<file path="src/rtl/fgpid_pkg.sv">
// Shared constants for the fuzzy gain-scheduled PID controller: fixed-point
// limits, register indexes and the base fuzzy rule table.
// Depends on nothing; imported by fuzzy_gain_scheduled_pid.
package fgpid_pkg;

	// default number of triangular sets per input
	localparam int FUZZY_SETS_DEF = 7;

	// fuzzy universe edge (3.0 in Q16) and unit membership
	localparam logic [17:0] UNI_EDGE = 18'd196608;
	localparam logic [16:0] MU_ONE = 17'd65536;
	// smallest membership that counts (first Q16 value above 1e-4)
	localparam logic [16:0] MU_FLOOR = 17'd7;
	// ceil(2^19 / 3): exact m/3 for m below 2^19
	localparam logic [17:0] RECIP3 = 18'd174763;

	// integral and output saturation bounds
	localparam logic signed [55:0] INT48_MAX = 56'sd140737488355327;
	localparam logic signed [55:0] INT48_MIN = -56'sd140737488355328;
	localparam logic signed [55:0] INT32_MAX = 56'sd2147483647;
	localparam logic signed [55:0] INT32_MIN = -56'sd2147483648;

	// configuration register indexes
	localparam logic [2:0] REG_KP_GAIN = 3'd0;
	localparam logic [2:0] REG_KI_GAIN = 3'd1;
	localparam logic [2:0] REG_KD_GAIN = 3'd2;
	localparam logic [2:0] REG_KP_ADJ_MAX = 3'd3;
	localparam logic [2:0] REG_KI_ADJ_MAX = 3'd4;
	localparam logic [2:0] REG_KD_ADJ_MAX = 3'd5;
	localparam logic [2:0] REG_ERR_FS = 3'd6;
	localparam logic [2:0] REG_DERR_FS = 3'd7;

	// base rules for kp, ki and kd; row is the error set, column the change set
	localparam logic signed [2:0] BASE_RULES [0:2][0:6][0:6] = '{
		'{
			'{3, 3, 2, 2, 1, 0, 0}, '{3, 3, 2, 1, 1, 0, -1},
			'{2, 2, 2, 1, 0, -1, -1}, '{2, 2, 1, 0, -1, -2, -2},
			'{1, 1, 0, -1, -1, -2, -2}, '{1, 0, -1, -2, -2, -2, -3},
			'{0, 0, -2, -2, -2, -3, -3}
		},
		'{
			'{-3, -3, -2, -2, -1, 0, 0}, '{-3, -3, -2, -1, -1, 0, 0},
			'{-3, -2, -1, -1, 0, 1, 1}, '{-2, -2, -1, 0, 1, 2, 2},
			'{-2, -1, 0, 1, 1, 2, 3}, '{0, 0, 1, 1, 2, 3, 3},
			'{0, 0, 1, 2, 2, 3, 3}
		},
		'{
			'{1, -1, -3, -3, -3, -2, 1}, '{1, -1, -3, -2, -2, -1, 0},
			'{0, -1, -2, -2, -1, -1, 0}, '{0, -1, -1, -1, -1, -1, 0},
			'{0, 0, 0, 0, 0, 0, 0}, '{3, 1, 1, 1, 1, 1, 3},
			'{3, 2, 2, 2, 1, 1, 3}
		}
	};

endpackage

</file>
<file path="src/rtl/fuzzy_gain_scheduled_pid.sv">
// Fuzzy gain-scheduled PID controller, top level.
// Depends on fgpid_pkg for constants, register indexes and the rule table.
//
// One sample pair in, one saturated Q16.16 drive word out. The block works on
// one word at a time and is not ready while it does. A shared restoring divider
// and a shared 34x21 multiplier do all the arithmetic under a small sequencer.
// An item passes through accept, scaling of the error and its change by two
// divides, fuzzification, rule evaluation over every set pair, a multiply and
// divide per enabled gain adjustment (skipped when disabled or no rule fires),
// the three PID products, the sum and the output, where it waits while the
// output word is not taken; most of the time goes to the divider.
module fuzzy_gain_scheduled_pid #(
	parameter int FUZZY_SETS = fgpid_pkg::FUZZY_SETS_DEF
) (
	input  logic        clk,
	input  logic        arst_n,
	// configuration write port
	input  logic        cfg_we,
	input  logic [2:0]  cfg_index,
	input  logic [31:0] cfg_data,
	// sample input
	input  logic        s_axis_tvalid,
	output logic        s_axis_tready,
	input  logic [31:0] s_axis_tdata,   // [15:0] measured_value, [31:16] target_value
	// drive output
	output logic        m_axis_tvalid,
	input  logic        m_axis_tready,
	output logic [31:0] m_axis_tdata    // [31:0] control_value
);
	import fgpid_pkg::*;

	localparam int SW = $clog2(FUZZY_SETS);
	localparam logic [SW-1:0] LAST_SET = SW'(FUZZY_SETS - 1);

	localparam logic [3:0] ST_IDLE    = 4'd0;
	localparam logic [3:0] ST_DIV_E   = 4'd1;
	localparam logic [3:0] ST_DIV_D   = 4'd2;
	localparam logic [3:0] ST_MU      = 4'd3;
	localparam logic [3:0] ST_PAIR    = 4'd4;
	localparam logic [3:0] ST_ADJ_MUL = 4'd5;
	localparam logic [3:0] ST_ADJ_LD  = 4'd6;
	localparam logic [3:0] ST_ADJ_DIV = 4'd7;
	localparam logic [3:0] ST_P       = 4'd8;
	localparam logic [3:0] ST_I       = 4'd9;
	localparam logic [3:0] ST_D       = 4'd10;
	localparam logic [3:0] ST_SUM     = 4'd11;
	localparam logic [3:0] ST_OUT     = 4'd12;

	localparam logic [5:0] DIV_LAST = 6'd35;

	// control and state registers
	logic [3:0]          state_q;
	logic [5:0]          cnt_q;
	logic [SW-1:0]       idx_q;
	logic                sel_q;
	logic                ph_q;
	logic [SW-1:0]       pi_q;
	logic [SW-1:0]       pj_q;
	logic                feed_q;
	logic                pv_s1;
	logic [1:0]          k_q;
	logic                ovalid_q;
	logic signed [16:0]  prev_q;
	logic signed [47:0]  integ_q;
	logic [31:0]         kp_q, ki_q, kd_q, kpam_q, kiam_q, kdam_q;
	logic [15:0]         efs_q, dfs_q;

	// datapath registers
	logic signed [16:0]  e_q;
	logic signed [17:0]  de_q;
	logic signed [18:0]  xe_q, xd_q;
	logic [19:0]         rem_q;
	logic [35:0]         dvd_q;
	logic [19:0]         dsr_q;
	logic [16:0]         mue_q [FUZZY_SETS];
	logic [16:0]         mud_q [FUZZY_SETS];
	logic [SW-1:0]       ri_s1, rj_s1;
	logic [17:0]         den_q;
	logic signed [20:0]  num_q [3];
	logic signed [33:0]  dk_q [3];
	logic signed [54:0]  pterm_q;
	logic signed [31:0]  res_q;
	logic [31:0]         odata_q;
	logic signed [54:0]  prod_q;

	// set centres and rule row/column map, fixed at elaboration
	logic signed [19:0]  centre [FUZZY_SETS];
	logic [2:0]          rmap [FUZZY_SETS];

	for (genvar gi = 0; gi < FUZZY_SETS; gi++) begin : g_set
		localparam int CT = (gi * 6 * 65536) / (FUZZY_SETS - 1) - 196608;
		localparam int RM = (gi * 6 + (FUZZY_SETS - 1) / 2) / (FUZZY_SETS - 1);
		assign centre[gi] = 20'(CT);
		assign rmap[gi] = 3'(RM);
	end

	// error and its change from the incoming word
	logic signed [16:0] e_in;
	logic signed [17:0] de_in;
	logic [16:0]        e_abs;
	logic [17:0]        de_abs;
	logic [51:0]        dvd_e, dvd_d;
	logic [19:0]        sc_e, sc_d;
	logic               in_acc;

	assign in_acc = s_axis_tvalid && s_axis_tready;
	assign e_in = 17'($signed(s_axis_tdata[31:16])) - 17'($signed(s_axis_tdata[15:0]));
	assign de_in = 18'(e_in) - 18'(prev_q);
	assign e_abs = e_in[16] ? 17'(-e_in) : 17'(e_in);
	assign de_abs = de_q[17] ? 18'(-de_q) : 18'(de_q);
	// |v| * 3.0 in Q16
	assign dvd_e = (52'(e_abs) + 52'({e_abs, 1'b0})) << 16;
	assign dvd_d = (52'(de_abs) + 52'({de_abs, 1'b0})) << 16;
	assign sc_e = (efs_q == 16'd0) ? 20'd1 : 20'(efs_q);
	assign sc_d = (dfs_q == 16'd0) ? 20'd1 : 20'(dfs_q);

	// one restoring divide step
	logic [20:0] shl;
	logic        ge;
	logic [20:0] diff;
	logic [19:0] rem_nx;
	logic [35:0] quo_nx;

	assign shl = {rem_q, dvd_q[35]};
	assign ge = shl >= {1'b0, dsr_q};
	assign diff = shl - {1'b0, dsr_q};
	assign rem_nx = ge ? diff[19:0] : shl[19:0];
	assign quo_nx = {dvd_q[34:0], ge};

	// clamp a scaled value to the universe edge and restore its sign
	logic [17:0]        umag;
	logic               xneg;
	logic signed [18:0] xval;

	assign umag = (quo_nx > 36'(UNI_EDGE)) ? UNI_EDGE : quo_nx[17:0];
	assign xneg = (state_q == ST_DIV_E) ? e_q[16] : de_q[17];
	assign xval = xneg ? -$signed({1'b0, umag}) : $signed({1'b0, umag});

	// triangular membership of the current set
	logic signed [19:0] cdiff;
	logic [18:0]        dabs;
	logic [22:0]        nval;
	logic               over;
	logic [17:0]        mhalf;
	logic [16:0]        mu_raw;
	logic [16:0]        mu_val;

	assign cdiff = 20'(sel_q ? xd_q : xe_q) - centre[idx_q];
	assign dabs = cdiff[19] ? 19'(-cdiff) : 19'(cdiff);
	assign nval = 23'(dabs) * 23'(FUZZY_SETS - 1);
	assign over = nval >= 23'(2 * UNI_EDGE);
	assign mhalf = nval[18:1];
	assign mu_raw = MU_ONE - 17'(prod_q[35:19]);
	assign mu_val = (over || mu_raw < MU_FLOOR) ? 17'd0 : mu_raw;

	// pair weight and rule contributions
	logic [33:0]        wsum;
	logic [17:0]        wgt;
	logic signed [20:0] wterm [3];

	assign wsum = 34'(prod_q[32:0]) + 34'd32768;
	assign wgt = wsum[33:16];
	always_comb begin
		for (int k = 0; k < 3; k++) begin
			wterm[k] = 21'($signed({3'b000, wgt}) *
				21'(BASE_RULES[k][rmap[ri_s1]][rmap[rj_s1]]));
		end
	end

	// gain adjustment operands
	logic               adj_en;
	logic [31:0]        maxv;
	logic signed [20:0] numk;
	logic [20:0]        numk_abs;

	assign adj_en = (den_q != 18'd0) && ((k_q == 2'd0) ||
		((ki_q != 32'd0) && ((k_q == 2'd1) || (kd_q != 32'd0))));
	assign numk = num_q[k_q];
	assign numk_abs = numk[20] ? 21'(-numk) : 21'(numk);
	always_comb begin
		case (k_q)
			2'd0: maxv = kpam_q;
			2'd1: maxv = kiam_q;
			default: maxv = kdam_q;
		endcase
	end

	// shared multiplier operand select
	logic signed [33:0] mul_a;
	logic signed [20:0] mul_b;

	always_comb begin
		mul_a = '0;
		mul_b = '0;
		case (state_q)
			ST_MU: begin
				mul_a = $signed(34'(mhalf));
				mul_b = $signed(21'(RECIP3));
			end
			ST_PAIR: begin
				mul_a = $signed(34'(mue_q[pi_q]));
				mul_b = $signed(21'(mud_q[pj_q]));
			end
			ST_ADJ_MUL: begin
				mul_a = $signed(34'(maxv));
				mul_b = $signed(numk_abs);
			end
			ST_P: begin
				mul_a = $signed(34'(kp_q)) + dk_q[0];
				mul_b = 21'(e_q);
			end
			ST_I: begin
				mul_a = $signed(34'(ki_q)) + dk_q[1];
				mul_b = 21'(e_q);
			end
			ST_D: begin
				mul_a = $signed(34'(kd_q)) + dk_q[2];
				mul_b = 21'(de_q);
			end
			default: begin
				mul_a = '0;
				mul_b = '0;
			end
		endcase
	end

	// integral and output saturation
	logic signed [55:0] integ_raw;
	logic signed [47:0] integ_sat;
	logic signed [55:0] sum_raw;
	logic signed [31:0] sum_sat;
	logic               out_load;

	assign integ_raw = 56'(integ_q) + 56'(prod_q);
	assign integ_sat = (integ_raw > INT48_MAX) ? 48'(INT48_MAX) :
		(integ_raw < INT48_MIN) ? 48'(INT48_MIN) : integ_raw[47:0];
	assign sum_raw = 56'(pterm_q) + 56'(integ_q) + 56'(prod_q);
	assign sum_sat = (sum_raw > INT32_MAX) ? 32'(INT32_MAX) :
		(sum_raw < INT32_MIN) ? 32'(INT32_MIN) : sum_raw[31:0];
	assign out_load = (state_q == ST_OUT) && (!ovalid_q || m_axis_tready);

	// sequencer, configuration and persistent state
	always_ff @(posedge clk or negedge arst_n) begin
		if (!arst_n) begin
			state_q <= ST_IDLE;
			cnt_q <= '0;
			idx_q <= '0;
			sel_q <= 1'b0;
			ph_q <= 1'b0;
			pi_q <= '0;
			pj_q <= '0;
			feed_q <= 1'b0;
			pv_s1 <= 1'b0;
			k_q <= '0;
			ovalid_q <= 1'b0;
			prev_q <= '0;
			integ_q <= '0;
			kp_q <= 32'd152917;
			ki_q <= 32'd655;
			kd_q <= 32'd0;
			kpam_q <= 32'd152917;
			kiam_q <= 32'd655;
			kdam_q <= 32'd0;
			efs_q <= 16'd100;
			dfs_q <= 16'd100;
		end else begin
			// register writes
			if (cfg_we) begin
				case (cfg_index)
					REG_KP_GAIN: kp_q <= cfg_data;
					REG_KI_GAIN: ki_q <= cfg_data;
					REG_KD_GAIN: kd_q <= cfg_data;
					REG_KP_ADJ_MAX: kpam_q <= cfg_data;
					REG_KI_ADJ_MAX: kiam_q <= cfg_data;
					REG_KD_ADJ_MAX: kdam_q <= cfg_data;
					REG_ERR_FS: efs_q <= cfg_data[15:0];
					REG_DERR_FS: dfs_q <= cfg_data[15:0];
					default: ;
				endcase
			end

			// drop the output word once taken
			if (out_load) begin
				ovalid_q <= 1'b1;
			end else if (m_axis_tready) begin
				ovalid_q <= 1'b0;
			end

			pv_s1 <= (state_q == ST_PAIR) && feed_q;

			case (state_q)
				ST_IDLE: begin
					if (in_acc) begin
						cnt_q <= '0;
						state_q <= ST_DIV_E;
					end
				end
				ST_DIV_E: begin
					cnt_q <= cnt_q + 6'd1;
					if (cnt_q == DIV_LAST) begin
						cnt_q <= '0;
						state_q <= ST_DIV_D;
					end
				end
				ST_DIV_D: begin
					cnt_q <= cnt_q + 6'd1;
					if (cnt_q == DIV_LAST) begin
						idx_q <= '0;
						sel_q <= 1'b0;
						ph_q <= 1'b0;
						state_q <= ST_MU;
					end
				end
				ST_MU: begin
					ph_q <= !ph_q;
					if (ph_q) begin
						sel_q <= !sel_q;
						if (sel_q) begin
							if (idx_q == LAST_SET) begin
								pi_q <= '0;
								pj_q <= '0;
								feed_q <= 1'b1;
								state_q <= ST_PAIR;
							end else begin
								idx_q <= idx_q + 1'b1;
							end
						end
					end
				end
				ST_PAIR: begin
					// advance over every pair, then wait for the last sum
					if (feed_q) begin
						if (pj_q == LAST_SET) begin
							pj_q <= '0;
							if (pi_q == LAST_SET) begin
								feed_q <= 1'b0;
							end else begin
								pi_q <= pi_q + 1'b1;
							end
						end else begin
							pj_q <= pj_q + 1'b1;
						end
					end else if (!pv_s1) begin
						k_q <= '0;
						state_q <= ST_ADJ_MUL;
					end
				end
				ST_ADJ_MUL: begin
					if (adj_en) begin
						state_q <= ST_ADJ_LD;
					end else if (k_q == 2'd2) begin
						state_q <= ST_P;
					end else begin
						k_q <= k_q + 2'd1;
					end
				end
				ST_ADJ_LD: begin
					cnt_q <= '0;
					state_q <= ST_ADJ_DIV;
				end
				ST_ADJ_DIV: begin
					cnt_q <= cnt_q + 6'd1;
					if (cnt_q == DIV_LAST) begin
						if (k_q == 2'd2) begin
							state_q <= ST_P;
						end else begin
							k_q <= k_q + 2'd1;
							state_q <= ST_ADJ_MUL;
						end
					end
				end
				ST_P: state_q <= ST_I;
				ST_I: state_q <= ST_D;
				ST_D: state_q <= ST_SUM;
				ST_SUM: begin
					// hold the integral, keep this error for the next change
					integ_q <= integ_q;
					prev_q <= e_q;
					state_q <= ST_OUT;
				end
				ST_OUT: begin
					if (out_load) begin
						state_q <= ST_IDLE;
					end
				end
				default: state_q <= ST_IDLE;
			endcase

			// accumulate the integral when the ki product lands
			if (state_q == ST_D) begin
				integ_q <= integ_sat;
			end
		end
	end

	// datapath
	always_ff @(posedge clk) begin
		prod_q <= mul_a * mul_b;
		ri_s1 <= pi_q;
		rj_s1 <= pj_q;

		case (state_q)
			ST_IDLE: begin
				if (in_acc) begin
					e_q <= e_in;
					de_q <= de_in;
					rem_q <= 20'(dvd_e[51:36]);
					dvd_q <= dvd_e[35:0];
					dsr_q <= sc_e;
				end
			end
			ST_DIV_E: begin
				rem_q <= rem_nx;
				dvd_q <= quo_nx;
				if (cnt_q == DIV_LAST) begin
					xe_q <= xval;
					rem_q <= 20'(dvd_d[51:36]);
					dvd_q <= dvd_d[35:0];
					dsr_q <= sc_d;
				end
			end
			ST_DIV_D: begin
				rem_q <= rem_nx;
				dvd_q <= quo_nx;
				if (cnt_q == DIV_LAST) begin
					xd_q <= xval;
				end
			end
			ST_MU: begin
				if (ph_q) begin
					if (sel_q) begin
						mud_q[idx_q] <= mu_val;
					end else begin
						mue_q[idx_q] <= mu_val;
					end
				end
				den_q <= '0;
				for (int k = 0; k < 3; k++) begin
					num_q[k] <= '0;
				end
			end
			ST_PAIR: begin
				if (pv_s1) begin
					den_q <= den_q + wgt;
					for (int k = 0; k < 3; k++) begin
						num_q[k] <= num_q[k] + wterm[k];
					end
				end
			end
			ST_ADJ_MUL: begin
				if (!adj_en) begin
					dk_q[k_q] <= '0;
				end
			end
			ST_ADJ_LD: begin
				rem_q <= 20'(prod_q[51:36]);
				dvd_q <= prod_q[35:0];
				dsr_q <= 20'({den_q, 1'b0}) + 20'(den_q);
			end
			ST_ADJ_DIV: begin
				rem_q <= rem_nx;
				dvd_q <= quo_nx;
				if (cnt_q == DIV_LAST) begin
					dk_q[k_q] <= numk[20] ? -$signed(34'(quo_nx[31:0])) :
						$signed(34'(quo_nx[31:0]));
				end
			end
			ST_I: pterm_q <= prod_q;
			ST_SUM: res_q <= sum_sat;
			ST_OUT: begin
				if (out_load) begin
					odata_q <= res_q;
				end
			end
			default: ;
		endcase
	end

	assign s_axis_tready = (state_q == ST_IDLE);
	assign m_axis_tvalid = ovalid_q;
	assign m_axis_tdata = odata_q;

`ifndef SYNTHESIS
	// an accepted word starts the error scaling at once
	a_start: assert property (@(posedge clk) disable iff (!arst_n)
		in_acc |=> state_q == ST_DIV_E)
		else $error("accepted word did not start scaling");

	// a finished result reaches the output and frees the input side
	a_deliver: assert property (@(posedge clk) disable iff (!arst_n)
		out_load |=> m_axis_tvalid && s_axis_tready)
		else $error("result not delivered");

	// the adjustment counter stays on the three gains
	a_kidx: assert property (@(posedge clk) disable iff (!arst_n)
		(state_q == ST_ADJ_MUL || state_q == ST_ADJ_DIV) |-> k_q != 2'd3)
		else $error("gain index out of range");

	// set index stays within the configured sets
	a_mu_idx: assert property (@(posedge clk) disable iff (!arst_n)
		state_q == ST_MU |-> idx_q <= LAST_SET)
		else $error("set index out of range");
`endif

endmodule
</file>
<file path="config.mk">
export PLATFORM = sky130hd
export DESIGN_NAME = fuzzy_gain_scheduled_pid
export DESIGN_NICKNAME = d
export VERILOG_FILES = /design/src/rtl/fgpid_pkg.sv /design/src/rtl/fuzzy_gain_scheduled_pid.sv
export SDC_FILE = /design/constraint.sdc
export NUM_CORES = 2
export LEC_CHECK = 0
export ABC_AREA = 1
export BUFFER_PORTS_ARGS = -buffer_cell sky130_fd_sc_hd__buf_2
export CAP_MARGIN = 0
export CORE_ASPECT_RATIO = 0.8
export CORE_MARGIN = 2
export CORE_UTILIZATION = 30
export CTS_CLUSTER_DIAMETER = 50
export DETAILED_ROUTE_END_ITERATION = 8
export SLEW_MARGIN = 20
export SYNTH_ARGS = -nofsm -noshare
export SYNTH_HDL_FRONTEND = slang
export SYNTH_SLANG_ARGS = --single-unit
export TNS_END_PERCENT = 10
</file>
<file path="constraint.sdc">
create_clock -name clk -period 21.7 [get_ports clk]
set_clock_uncertainty 0.15 [all_clocks]
set_input_delay 1.085 -clock clk [delete_from_list [all_inputs] [get_ports clk]]
set_output_delay 1.085 -clock clk [all_outputs]
set_load 0.03 [all_outputs]
</file>
==> results.md <==
- Mapped cell area: 98100 um2
- Post-CTS resize count: 0
- Detailed Route WL: 354000 um
- CP max-delay cell: clkinv_1
- Yosys top cell area share: a little over a fifth
- Hpwl dp: 280000 um
- Worst path arrival time: 12610 ps
- Drt drc: 0
- Largest net degree at the start of global routing: between 100 and 150
- Die Wd: 643 um
- Total gr overflow: 0
- Minimum clock period: ~12000 ps
- Distinct cells, synth: 81
- Crit-path most repeated cell: inv_1
- Flops & latches, synth: 1065
- CTS tree: done
- Iteration-0 DRC Markers: 9892
- Fin crit share: between 50% and 60%
- CP top delay family: adder cells
- Post-synthesis sequential area ratio: 30.4%
- Root buffer selected by CTS: clkbuf_16
- # IOs: approximately 110
- Worst r2r path cells: 41
- Core area: roughly 320000 um2
- Synth Warn #: 0
- Status: complete, no violations
- Syn Area/Cell: 8.25 um2
- Gpl congestion: 0.983
- Clock Path Buffers: 3
- Hold-fix buffers at CTS: 0
- Post-CTS setup buffers: 0
- Final-report setup violation count: 0
- Fraction of final layout cells with drive strength greater than 1: 5.89%
- Nets: 13.5k
- Rel. slew slack: 16.2%
- Number of flops mapped to enable cells by yosys: roughly 690
- Synth Net Count: about 13k
- # port buffers: approximately 110
- Placed cell count: ~16k
- Crit path max fanout: 18
- Max Cap Viol: 0
- Startpoint Class: flop
- First-pass GRT wire length: 523000 um
- Final hold viol count: 0
- Worst-Margin Slew: 1250 ps
- Total Neg Setup Slack: 0 ps
- Cell types occupying the most area after synthesis: edfxtp_1, fa_1, nand2_1
- Final non-filler cell total: 16.4k
- Slowest cell delay on critical path: 930 ps
- Avg Vias per Cell: 5.10
- Critical path depth in cells: about 40
- Die Y: just over 500 um
- Achievable frequency: 82.7 MHz
- Worst-Skew Late Latency: 820 ps
- Hold Worst Slack: between 100 and 150 ps
- CP Capture Type: flop
- DRT Pass-1 Iters: 6
- Avg WL per Cell: 21.6 um
- Antenna violations before repair: 22
- CTS Sinks: 1065
- Setup CP Type: reg -> reg
- Vias in the first global route: 80.1k
- DR vias: 83.7k
- Num CTS Buffers: 121
- Utilization of the core after routing: about a third
- Initial Utilization: 30.2%
- Asr flop ratio synth: ~30%
- Total GRT Usage: 20.9%
- Most used DFF post-synth: edfxtp_1
- Unrepaired setup endpoints after global routing: no
- Max H-tree Level: 3
- Min-Delay Path Class: in -> async
- Worst-path clk slew: roughly 60 ps
- Post-synthesis cell count: 11.9k
- Required time worst endpoint: 22220 ps
- Area of the die: 332000 um2
- Area grow syn2layout: 10.3%
- Final ANT Viol Nets: 0
- # rows: about 190
- Fin. max-slew vios: 0
- Largest area contributor in the netlist: edfxtp_1
- Buffers & Inverters on Critical Path: 11
==> cell type report <==
cell class                 instances  area (um2)
clock buffer                     156        3310
inverter                        1953        7340
antenna                           18        45.0
timing repair buffer             241        1580
multi-input combinational       8559       59800
tap                             4347        5440
clock inverter                    75         880
fill                           34200      217000
sequential                      1065       29800
==> layout by cell type (no fill, tap or decap), types with 72 or more instances in the layout <==
master        n
inv_1      1908
ha_1        646
nand3_1     360
o21ai_0     832
a21oi_1     868
xor2_1      223
xnor2_1      89
nor3_1      101
clkbuf_16   122
or2_2        72
nor2_1     1036
nand4_1      90
fa_1        883
buf_2       104
nand2_1    2624
buf_4       133
edfxtp_1    689
dfrtp_1     278
==> flip-flops by register name, summed over array words and instances, names as in the netlist, 36 cells and up <==
register,flops
mue_q,119
mud_q,119
num_q,63
pterm_q,55
dvd_q,36
prod_q,55
dk_q,102
integ_q,48
==> stage by stage <==
step	worst slack (ps)	cell area (um2)
after global routing	8740	108000
final	9610	108000
after CTS	9850	108000
after floorplan	11810	98100
after global placement	10050	104000
after detailed placement	9940	104000
==> final timing paths <==
path / end / slack, ps / from
max in group asynchronous: integ_q[27]$_DFFE_PN0P_ / 18090 / arst_n
min reg2reg: m_axis_tdata[5]$_DFFE_PP_ / 270 / res_q[5]$_SDFFCE_PN1P_
min: kiam_q[14]$_DFFE_PN0P_ / 120 / arst_n
max reg2reg: prod_q[47]$_DFF_P_ / 9610 / idx_q[0]$_DFFE_PN0P_
min in group clk: m_axis_tdata[5]$_DFFE_PP_ / 270 / res_q[5]$_SDFFCE_PN1P_
max: prod_q[47]$_DFF_P_ / 9610 / idx_q[0]$_DFFE_PN0P_
==> routing by layer <==
layer,vias up,GRT usage [%],part of all wire [%]
met5,-,0,0.0065
met4,4,5.33,2.8
met3,426,6.90,13
met2,4111,29.1,39
met1,40400,30.7,46
li1,38800,-,-
==> Yosys cell counts, drive strengths merged, types with 67 or more instances <==
cell type and instances:
a21oi 872, clkbuf 199, xor2 223, o211ai 67, xnor2 89, ha 648, edfxtp 689, dfrtp 279
or2 83, nor3 120, inv 1934, nand4 96, o21ai 880, nor2 1069, buf 116, nand2 2653
fa 883, nand3 373
==> logic make-up after synthesis <==
logic type,Yosys count,share of synthesized area (%)
AO/OA/AOI/OAI,2199,12.5
XOR/XNOR,312,2.79
adder cells (fa/ha/maj),1531,26.3
AND/OR/NAND/NOR,4510,19.0
buffers and inverters,2268,8.95
flip-flops,1065,30.4
multiplexers,7,0.0727
Power is left out: the tool's default activity adds up to more than one toggle a clock period on the data nets, which glitch-free logic cannot reach.
